--- config.mk ---
export PLATFORM = sky130hd
export DESIGN_NAME = lcc_div_cell
export DESIGN_NICKNAME = d
export VERILOG_FILES = /design/src/sv/lcc_pkg.sv /design/src/sv/lcc_div_cell.sv
export SDC_FILE = /design/constraint.sdc
export NUM_CORES = 1
export LEC_CHECK = 0
export ABC_CLOCK_PERIOD_IN_PS = 12200
export BUFFER_PORTS_ARGS = -buffer_cell sky130_fd_sc_hd__buf_4
export CAP_MARGIN = 20
export CORE_AREA = 2 2 705 707
export CTS_BUF_LIST = sky130_fd_sc_hd__clkbuf_4
export DETAILED_ROUTE_END_ITERATION = 8
export DIE_AREA = 0 0 707 709
export SLEW_MARGIN = 20
export SYNTH_ARGS = -nofsm -noshare
export SYNTH_HDL_FRONTEND = slang
export SYNTH_SLANG_ARGS = --single-unit
--- constraint.sdc ---
create_clock -name clk -period 12.2 [get_ports clk]
set_clock_uncertainty 0.1 [all_clocks]
set_input_delay 3.05 -clock clk [delete_from_list [all_inputs] [get_ports clk]]
set_output_delay 3.05 -clock clk [all_outputs]
set_load 0.01 [all_outputs]
--- src/sv/lcc_pkg.sv ---
`timescale 1ns / 1ps
package lcc_pkg;

  localparam int unsigned NUM_AXES   = 3;
  localparam int unsigned NUM_PLANES = 6;
  localparam int unsigned Q_BITS     = 18;
  localparam int unsigned IN_W       = 288;
  localparam int unsigned OUT_W      = 104;

  localparam logic [17:0] T_ONE  = 18'd65536;
  localparam logic [17:0] T_OVER = 18'd65537;

  typedef struct packed {
    logic [47:0] rem;
    logic [31:0] dmag;
    logic [17:0] q;
    logic        ovf;
    logic        tneg;
    logic        dneg;
    logic        dzero;
    logic        npos;
  } lane_t;

  typedef struct packed {
    logic [2:0][31:0] p0;
    logic [2:0][32:0] d;
    logic [2:0][15:0] c0;
    logic [2:0][16:0] dc;
  } seg_t;

  typedef struct packed {
    logic            vld;
    seg_t            seg;
    lane_t [5:0]     lane;
  } div_stage_t;

  typedef struct packed {
    logic             vld;
    logic             vis;
    logic [2:0][17:0] sp;
    logic [2:0][17:0] ep;
    logic [2:0][15:0] sc;
    logic [2:0][15:0] ec;
  } pts_t;

endpackage

--- src/sv/lcc_div_cell.sv ---
`timescale 1ns / 1ps
module lcc_div_cell #(
  parameter int unsigned BIT = 0
) (
  input  logic                clk,
  input  logic                rst_n,
  input  logic                adv,
  input  lcc_pkg::div_stage_t stage_i,
  output lcc_pkg::div_stage_t stage_o
);
  import lcc_pkg::*;

  div_stage_t nxt;
  logic       vld_r;
  div_stage_t data_r;

  always_comb begin
    logic [49:0] sub;
    nxt = stage_i;
    for (int l = 0; l < NUM_PLANES; l++) begin
      sub = {2'b00, stage_i.lane[l].rem} - ({18'h00000, stage_i.lane[l].dmag} << BIT);
      if (!sub[49]) begin
        nxt.lane[l].rem    = sub[47:0];
        nxt.lane[l].q[BIT] = 1'b1;
      end
    end
  end

  always_ff @(posedge clk) begin
    if (!rst_n) begin
      vld_r <= 1'b0;
    end else if (adv) begin
      vld_r <= stage_i.vld;
    end
  end

  always_ff @(posedge clk) begin
    if (adv) begin
      data_r <= nxt;
    end
  end

  always_comb begin
    stage_o     = data_r;
    stage_o.vld = vld_r;
  end

endmodule

Word-level counts from Yosys, hierarchy flattened
Cells that the tools add are included.

storage, ports and cells
  bits in registers = 913
  output and inout bits = 913
  word-level logic and storage cells = 79

operators by class
  add/sub/neg operators = 6
  multiplexer cells = 6

operators by type and width
  cell            number
  $sub 48x32->49  6
  $mux 48         6

Longest topological paths before layout
  depth in word-level cells = 2
  depth in mapped cells = 14
  depth with buffers taken out = 13

Worst setup path before layout
Ideal clock, no wire load.

  path type = input to register
  from = input stage_i[467] in the netlist's numbering
  to = register data_r (netlist bit stage_o[505]), data pin
  arrival = 5784 ps
  path slack = 6059 ps
  stages = 13
  buffers on the path = 0
  cell sequence = inv_1 ha_1 fa_1 nand2b_1 a21oi_1 o41a_1 a221oi_2 o31a_1 a21oi_2 a41oi_2 a2111oi_2 nand4_1 xnor2_1

RTL lines
  item                    line                RTL
  start: declaration      lcc_div_cell.sv:8   input lcc_pkg::div_stage_t stage_i,
  end signal: assignment  lcc_div_cell.sv:39  data_r <= nxt;
  end: declaration        lcc_div_cell.sv:15  div_stage_t data_r;

==> results.ini <==
[logic_synthesis]
syn_area_sq_um=42600
synth.distinct_cells=89
synthesis.nets=4435
synth_mux_area_share_pct=0.802
ys_seq_elements=913
ys_seq_area_share_pct=64.4
synth_xor_area_share_pct=5.21
syn_avg_cell_area_sq_um=12.8
ys_warn_count=0
synth_adder_area_share_pct=5.93
syn_inst=3321
synthSimpleGateAreaFrac_pct=9.25
synth_top_flop_cell=edfxtp_1
synth_edf_count=912
synth-compound-area-share_pct=11.3
synth_top_family_by_area=compound AO/OA/AOI/OAI gates
async_flop_share_pct=0

[sta]
post-route-min-period_ns=6.65
fmax_ghz=0.150
setup_viol=0
final.setup.tns_ns=0
rsz0062_at_grt=no
slew_violations=0
worst_slew_pin_slew_ns=1.04
min_period_over_period_pct=54.5
relSlewSlack_pct=30.3
hold_viol=0

[clock_network]
clkSinkCount=913
clkTransAtPathRegs_ns=0.06
cts_root_buffer=clkbuf_4
post_cts_buffers=0
holdBufCountCts=0
htree_levels=5
cts_tree=done
cts-resized-gates=0
clockBufferDepth=4
cts_buffers=310
clk-insertion-delay-late_ns=1.34

[grt]
grt_pass1_wl_microns=472000
grt.busiest_layer=met2
use_met2_pct=23.1
use_met3_pct=10.3
track_usage_pct=15.1
grt_pass1_vias=37400
grt_max_degree=147
overflow=0
use_met1_pct=16.6
antenna_found_initial=214

[die]
chipHeight_microns=709
coreArea_sq_um=493000
top_level_ports=1829
die_w_microns=707
rows=258
dieArea_sq_um=501000
initial_core_util_pct=8.64

[drt]
antenna_left=0
vias=38700
firstDrtPassIters=5
drtIter0Drc=3216
wirelength_microns=398000
drc=0
routedWlPerCell_microns=32.8
vias_per_cell=3.18

[cells_and_area]
fillers=55700
drive_gt1_share_pct=42.6
layout-area-overhead-vs-synth_pct=60.2
mostFrequentLayoutCells=1847 x buf_4, 912 x edfxtp_1, 432 x clkbuf_4
final_nets=6498
final_common_cell=buf_4

[power_and_ir_drop]
peakVddDrop_uv=80.1
power_density_nw_per_um2=144
leakage_nw=27.1
power.total_mw=9.82

[setup_path]
reg2reg_setup_slack_ns=11.50
crit_arrival_ns=7.66
endpoint_kind=flop
critical_path_required_ns=13.21
cp_max_fo=60
start_kind=input pin
critical_path_class=input pin to flop

[status]
status=finished, final reports clean

[placed_design]
hpwlAfterDp_microns=349000
port_buffers=1828
place.gp.congestion=0.983

[hold_path]
worstHoldPathType=flop to flop

[flow_run]
drv_cap=0

==> cell type report <==
cell class	count	area, sq um	share of cell area (%)
multi-input cells	2074	13900	20.4
well taps	6500	8130	11.9
repair buffers	1853	14000	20.5
flip-flops and latches	913	27400	40.2
clock buffers	432	3240	4.75
diodes	38	95.1	0.139
inverters	232	871	1.28
clock inverters	105	593	0.869
==> power breakdown <==
part / switching [mW] / internal [mW]
combinational: 1.48 / 0.866
clock: 1.80 / 1.70
sequential: 0.138 / 3.83
total: 3.42 / 6.40
==> flip-flops by register name, indices dropped and copies added, names as in the netlist <==
name / cells
stage_o: 912
vld_r: 1
==> critical path: stages <==
cell and delay (ns):
buf_4 0.12, ha_1 0.21, fa_1 0.49, nor2b_1 0.23, o31ai_2 0.17, a211oi_2 0.61
o211ai_1 0.47, a2111o_1 0.57, o311ai_2 0.33, or2_4 0.22, buf_4 0.60, mux2_2 0.41
==> cell families after synthesis <==
kind of cell,Yosys count
DFF,913
buffers and inverters,334
adders and majority gates,198
xor gates and xnor gates,253
and+or+nand+nor,818
muxes,31
AOI/OAI and AO/OA,774
==> path summary, 6_finish.rpt <==
kind | startpoint | to | depth (start not counted)
worst max-delay path | stage_i[126] | stage_o[162] | 12
worst min-delay path | vld_r | vld_r | 2
worst max register to register | vld_r | vld_r | 2
worst min register to register | vld_r | vld_r | 2
==> routing by layer <==
layer / up-vias / wire length (microns)
li1: 16700 / -
met5: - / 759
met2: 2406 / 172000
met4: 110 / 16700
met3: 794 / 60200
met1: 18700 / 148000
==> through the flow <==
| stage | instance area [sq um] | utilization [%] | hold WS [ns] | setup WS (ns) | std cells |
|---|---|---|---|---|---|
| 6_report | 68200 | 13.8 | 0.428 | 5.55 | 12100 |
| 5_1_grt | 68200 | 13.8 | 0.461 | 5.63 | 12100 |
| 4_1_cts | 68100 | 13.8 | 0.428 | 5.89 | 12100 |
| 3_5_place_dp | 64300 | 13.0 | 0.415 | 4.22 | 11600 |
| 3_3_place_gp | 64300 | 13.0 | 0.413 | 4.24 | 11600 |
| 2_1_floorplan | 42600 | - | 0.384 | 6.06 | 3321 |
==> Yosys cell counts (all sizes together) (50+ instances only) <==
| master | n | share of area (%) |
|---|---|---|
| edfxtp | 912 | 64 |
| a21oi | 304 | 3.6 |
| nor2 | 245 | 2.2 |
| inv | 232 | 2.0 |
| nand2 | 232 | 2.0 |
| ha | 192 | 5.6 |
| o21ai | 170 | 2.0 |
| xnor2 | 140 | 2.9 |
| xor2 | 113 | 2.3 |
| a21o | 82 | 1.4 |
| clkbuf | 72 | 0.63 |
| nand2b | 50 | 0.73 |
Power figures use the tool's default switching activity.
