## src/sv/lcc_pkg.sv

```systemverilog
`timescale 1ns / 1ps
package lcc_pkg;

  localparam int unsigned NUM_AXES   = 3;
  localparam int unsigned NUM_PLANES = 6;
  localparam int unsigned Q_BITS     = 18;
  localparam int unsigned IN_W       = 288;
  localparam int unsigned OUT_W      = 104;

  localparam logic [17:0] T_ONE  = 18'd65536;
  localparam logic [17:0] T_OVER = 18'd65537;

  typedef struct packed {
    logic [47:0] rem;
    logic [31:0] dmag;
    logic [17:0] q;
    logic        ovf;
    logic        tneg;
    logic        dneg;
    logic        dzero;
    logic        npos;
  } lane_t;

  typedef struct packed {
    logic [2:0][31:0] p0;
    logic [2:0][32:0] d;
    logic [2:0][15:0] c0;
    logic [2:0][16:0] dc;
  } seg_t;

  typedef struct packed {
    logic            vld;
    seg_t            seg;
    lane_t [5:0]     lane;
  } div_stage_t;

  typedef struct packed {
    logic             vld;
    logic             vis;
    logic [2:0][17:0] sp;
    logic [2:0][17:0] ep;
    logic [2:0][15:0] sc;
    logic [2:0][15:0] ec;
  } pts_t;

endpackage

```

## src/sv/lcc_setup.sv

```systemverilog
`timescale 1ns / 1ps
module lcc_setup (
  input  logic                         clk,
  input  logic                         rst_n,
  input  logic                         adv,
  input  logic                         in_vld,
  input  logic [lcc_pkg::IN_W-1:0]     in_data,
  output lcc_pkg::div_stage_t          stage_o
);
  import lcc_pkg::*;

  div_stage_t nxt;
  logic       vld_r;
  div_stage_t data_r;

  always_comb begin
    logic signed [32:0] a, b, dd, num, den;
    logic [32:0]        tmp;
    logic [31:0]        nmag, dmag;
    logic [47:0]        nn;
    logic               nneg, dneg;
    nxt = '0;
    nxt.vld = in_vld;
    for (int i = 0; i < NUM_AXES; i++) begin
      a  = {in_data[32*i+31], in_data[32*i +: 32]};
      b  = {in_data[96+32*i+31], in_data[96+32*i +: 32]};
      dd = b - a;
      nxt.seg.p0[i] = in_data[32*i +: 32];
      nxt.seg.d[i]  = dd;
      nxt.seg.c0[i] = in_data[192+16*i +: 16];
      nxt.seg.dc[i] = {1'b0, in_data[240+16*i +: 16]} - {1'b0, in_data[192+16*i +: 16]};
      for (int h = 0; h < 2; h++) begin
        if (h == 0) begin
          num = -33'sd65536 - a;
          den = dd;
        end else begin
          num = a - 33'sd65536;
          den = -dd;
        end
        nneg = num[32];
        dneg = den[32];
        tmp  = nneg ? (33'd0 - num) : num;
        nmag = tmp[31:0];
        tmp  = dneg ? (33'd0 - den) : den;
        dmag = tmp[31:0];
        nn   = {nmag, 16'h0000};
        nxt.lane[2*i+h].rem   = nn;
        nxt.lane[2*i+h].dmag  = dmag;
        nxt.lane[2*i+h].q     = '0;
        nxt.lane[2*i+h].ovf   = ({2'b00, nn} >= {dmag, 18'h00000});
        nxt.lane[2*i+h].tneg  = nneg ^ dneg;
        nxt.lane[2*i+h].dneg  = dneg;
        nxt.lane[2*i+h].dzero = (dmag == 32'd0);
        nxt.lane[2*i+h].npos  = !nneg && (nmag != 32'd0);
      end
    end
  end

  always_ff @(posedge clk) begin
    if (!rst_n) begin
      vld_r <= 1'b0;
    end else if (adv) begin
      vld_r <= nxt.vld;
    end
  end

  always_ff @(posedge clk) begin
    if (adv) begin
      data_r <= nxt;
    end
  end

  always_comb begin
    stage_o     = data_r;
    stage_o.vld = vld_r;
  end

endmodule

```

## config.mk

```make
export PLATFORM = sky130hd
export DESIGN_NAME = lcc_setup
export DESIGN_NICKNAME = d
export VERILOG_FILES = /design/src/sv/lcc_pkg.sv /design/src/sv/lcc_setup.sv
export SDC_FILE = /design/constraint.sdc
export NUM_CORES = 2
export LEC_CHECK = 0
export BUFFER_PORTS_ARGS = -buffer_cell sky130_fd_sc_hd__buf_2
export CAP_MARGIN = 20
export CORE_AREA = 2 2 466 468
export CTS_BUF_LIST = sky130_fd_sc_hd__clkbuf_16
export DETAILED_ROUTE_END_ITERATION = 7
export DIE_AREA = 0 0 468 470
export PLACE_DENSITY = 0.41
export SETUP_SLACK_MARGIN = 0.05
export SYNTH_ARGS = -nofsm -noshare
export SYNTH_HDL_FRONTEND = slang
export SYNTH_SLANG_ARGS = --single-unit
```

## constraint.sdc

```tcl
create_clock -name clk -period 17.2 [get_ports clk]
set_input_delay 0.86 -clock clk [delete_from_list [all_inputs] [get_ports clk]]
set_output_delay 0.86 -clock clk [all_outputs]
set_load 0.02 [all_outputs]
```

After elaboration in Yosys (flattened, before gate mapping):

Cells that the tools add are included.

* output and inout bits: 913
* register bits after elaboration: 709
* word-level logic and storage cells: 130
* input bits: 292

* bitwise operators: 6
* multiplexer cells: 12
* $lt $le $gt $ge: 6
* add/subtract/negate cells: 27
* reductions and logical operators: 24

Operator list (number)
* $mux W32: 12
* $sub A1 B32 Y32 const A: 12
* $ge A48 B50 Y1: 6
* $logic_not A32 Y1: 6
* $reduce_bool A32 Y1: 6
* $neg A33 Y33: 3
* $sub A17 B32 Y33 const A: 3
* $sub A32 B18 Y33 const B: 3
* $sub A32 B32 Y33: 3
* $sub A16 B16 Y17: 3
* $logic_and A1 B1 Y1: 6
* $logic_not A1 Y1: 6
* $xor A1 B1 Y1: 6

Longest topological paths before layout:

* word-level depth: 5
* gate-level depth with buffers: 36
* gate-level depth less buffers: 34

Worst setup path before layout:

OpenSTA, ideal clock, no wires.

* kind: in2reg
* start: in in_data[39] in the netlist's numbering
* end: reg data_r (netlist bit stage_o[313]), data pin
* path buffers: 4
* data required time: 16.939 ns
* library setup time: 0.261 ns
* stages on the path: 34
* arrival time: 7.286 ns
* setup slack: 9.653 ns
* path through: clkbuf_1 -> inv_1 -> ha_1 -> and3_1 -> clkbuf_1 -> nand2_1 -> a21o_1 -> a21oi_1 -> mux2i_1 -> and2_1 -> clkbuf_1 -> o21ai_1 -> nor4_2 -> a21oi_2 -> nor2_4 -> buf_1 -> nor2_1 -> xnor2_1 -> ha_1 -> nor2b_1 -> o21a_1 -> o21a_1 -> o21a_1 -> o21a_1 -> o21ai_0 -> nand2b_1 -> a21oi_1 -> o21ai_0 -> a221oi_1 -> o31a_1 -> o21ai_0 -> a21o_1 -> a221oi_1 -> nor2_1

RTL lines
* start: declaration: RTL line lcc_setup.sv:7 `input logic [lcc_pkg::IN_W-1:0] in_data,`
* end signal: assignment: RTL line lcc_setup.sv:69 `data_r <= nxt;`
* end: declaration: RTL line lcc_setup.sv:14 `div_stage_t data_r;`

==> impl_metrics.ini <==
[sta]
worst_pin_slew_ps = 1230
layout_min_cycle_time_ps = 8830
fmax_ghz = 0.113
maxSlewHeadroom_pct = 16.8
clock_skew_ps = 0
slew_violations = 0
finalSetupViolations = 0
hold_viol = 0
finalCritPeriodShare_pct = 51.3
fin_setup_tns_ps = 0
rsz0062_at_grt = false

[power]
ir_drop_uv = 66.8
switching_share_pct = 42.0
comb_power_share_pct = 39.9
p_per_area_mw_per_mm2 = 113
power.share.clock_pct = 27.0
p_leak_uw = 0.0253
p_int_uw = 4050
netSwitchingPower_uw = 2930
pwr-share-seq_pct = 33.1

[synthesis]
avgSynthCellArea_um2 = 9.45
syn_area_mm2 = 0.0513
yosysTopAreaCell = edfxtp_1
synthMostInstantiatedCell = edfxtp_1
synth_area_leaders = edfxtp_1 (41%), ha_1 (8.4%), xnor2_1 (8.1%), buf_4 (3.2%), inv_1 (3.2%)
yosysSeqAreaShare_pct = 40.6
synth_edf_count = 693
post_synth_inst_count = 5434
ys_top_cells_by_count = edfxtp_1 (693), xnor2_1 (477), inv_1 (438), nand2_1 (431), nor2_1 (426)
ys_seq_elements = 694
async_flop_share_pct = 0
synth_top_area_share_pct = 40.5
ys.flop_type = edfxtp_1
yosysWarnings = 0
yosysUniqueCellTypes = 120

[worst_setup_path]
crit_path_max_fanout = 17
cp_num_buf_inv = 4
arrival_ps = 9280
worstSetupPathType = input port to flip-flop
cp_slowest_cell = nor4_2
required_ps = 17650
r2r_cells = 2
critPathLaunchType = input port
slowest_delay_ps = 640
path_depth = 28
cpLargestDelayFamily = simple AND/OR/NAND/NOR gates
end_kind = flip-flop

[clocking]
numCtsBuffers = 89
post_cts_buffers = 0
cts_tree = built
clock-sinks = 694
insertion_delay_ps = 710
htree_levels = 3
clkTransAtPathRegs_ps = 60
cts_resized = 0
cts_root_buf = clkbuf_16
hold_buffers = 0
clock_path_buffers = 3

[flow_run]
maxCapViolCount = 0

[global_route]
grtUsageTotal_pct = 22.2
antenna_found_initial = 48
grt_overflow = 0
grt_max_degree = 114
grt_pass1_vias = 43412
grt_pass1_wl_um = 348000

[routing]
vias = 46749
via_per_inst = 4.99
wire_per_inst_um = 27.3
ant_nets = 0
first_iter_violations = 4516
routed_wl_um = 256000
drc = 0
dr.pass1.iters = 6

[placement]
placed_area_mm2 = 0.0591
gp_congestion = 0.965
portBuffers = 1000
hpwlAfterDp_um = 213000

[cells_and_area]
syn_to_final_growth_pct = 20.7
drive_gt1_share_pct = 21.0
nNetsFinal = 7068
fill_cells = 23018
final_area_mm2 = 0.0620

[status]
status = completed

[die]
die_w_um = 468
die_area_mm2 = 0.220
die_y_um = 470
coreArea_mm2 = 0.216
ios = 1205
rows = 171
start_util_pct = 23.8

[worst_hold_path]
hold_path.class = input port to flip-flop
holdPathStages = 1
routing by layer:
| layer | GRT usage, % | share of wire, % |
|---|---|---|
| met3 | 2.83 | 6.5 |
| met5 | 0 | 0.026 |
| met4 | 6.99 | 3.4 |
| met2 | 36.0 | 46 |
| met1 | 30.5 | 44 |
worst paths after layout:
check,end,startpoint,slack (ps)
worst max-delay path,stage_o[210],in_data[48],8370
worst min-delay path,stage_o[701],in_data[224],320
worst max register to register,vld_r,vld_r,16460
worst min register to register,vld_r,vld_r,620
area by class of cell:
class                           count  area [um^2]  share of cell area, %
Clock buffer                       90         2250                   3.64
Sequential cell                   694        20800                   33.6
Multi-Input combinational cell   4088        27200                   43.9
Clock inverter                     73          611                  0.986
Inverter                          453         1700                   2.75
Antenna cell                       11         27.5                 0.0444
Tap cell                         2854         3570                   5.76
Timing Repair Buffer             1101         5780                   9.33
power groups by stage:
stage	clock (uW)	combinational (uW)	sequential (uW)
2_1_floorplan	0	1300	2600
3_3_place_gp	0	2750	2350
3_5_place_dp	0	2750	2340
4_1_cts	1950	2770	2310
5_1_grt	2010	2970	2330
6_report	1890	2790	2310
stage by stage:
stage	cells	util (%)	total power [uW]	worst slack (ps)	hold slack (ps)
6_report	9364	28.7	6980	8370	324
5_1_grt	9358	28.7	7300	7850	270
4_1_cts	9352	28.7	7030	8650	235
3_5_place_dp	9189	27.4	5100	7920	613
3_3_place_gp	9187	27.4	5100	8000	612
2_1_floorplan	5637	-	3900	9650	484
state kept, by name, indices dropped and copies added (netlist names):
signal / count
stage_o: 693
vld_r: 1
cells in the final DEF, fill, tap and decap left out, drive strengths merged, types with 54 or more instances in the layout:
| master | instances |
|---|---|
| a21o | 100 |
| a21oi | 263 |
| a31oi | 56 |
| buf | 1100 |
| clkbuf | 91 |
| conb | 204 |
| edfxtp | 693 |
| ha | 343 |
| inv | 465 |
| nand2 | 431 |
| nand2b | 54 |
| nand3 | 152 |
| nand4 | 124 |
| nor2 | 428 |
| nor3 | 158 |
| nor4 | 106 |
| o21ai | 276 |
| or3 | 55 |
| xnor2 | 480 |
| xor2 | 113 |
kinds of logic after synthesis:
| family | share of synthesized area [%] |
|---|---|
| AOI/OAI and AO/OA | 14.3 |
| xor gates and xnor gates | 10.2 |
| adders and majority gates | 8.60 |
| buffers and inverters | 7.99 |
| DFF | 40.6 |
| muxes | 0.524 |
| other | 0.00731 |
| and+or+nand+nor | 17.9 |
Note: power is estimated with default switching activity, not from simulation.
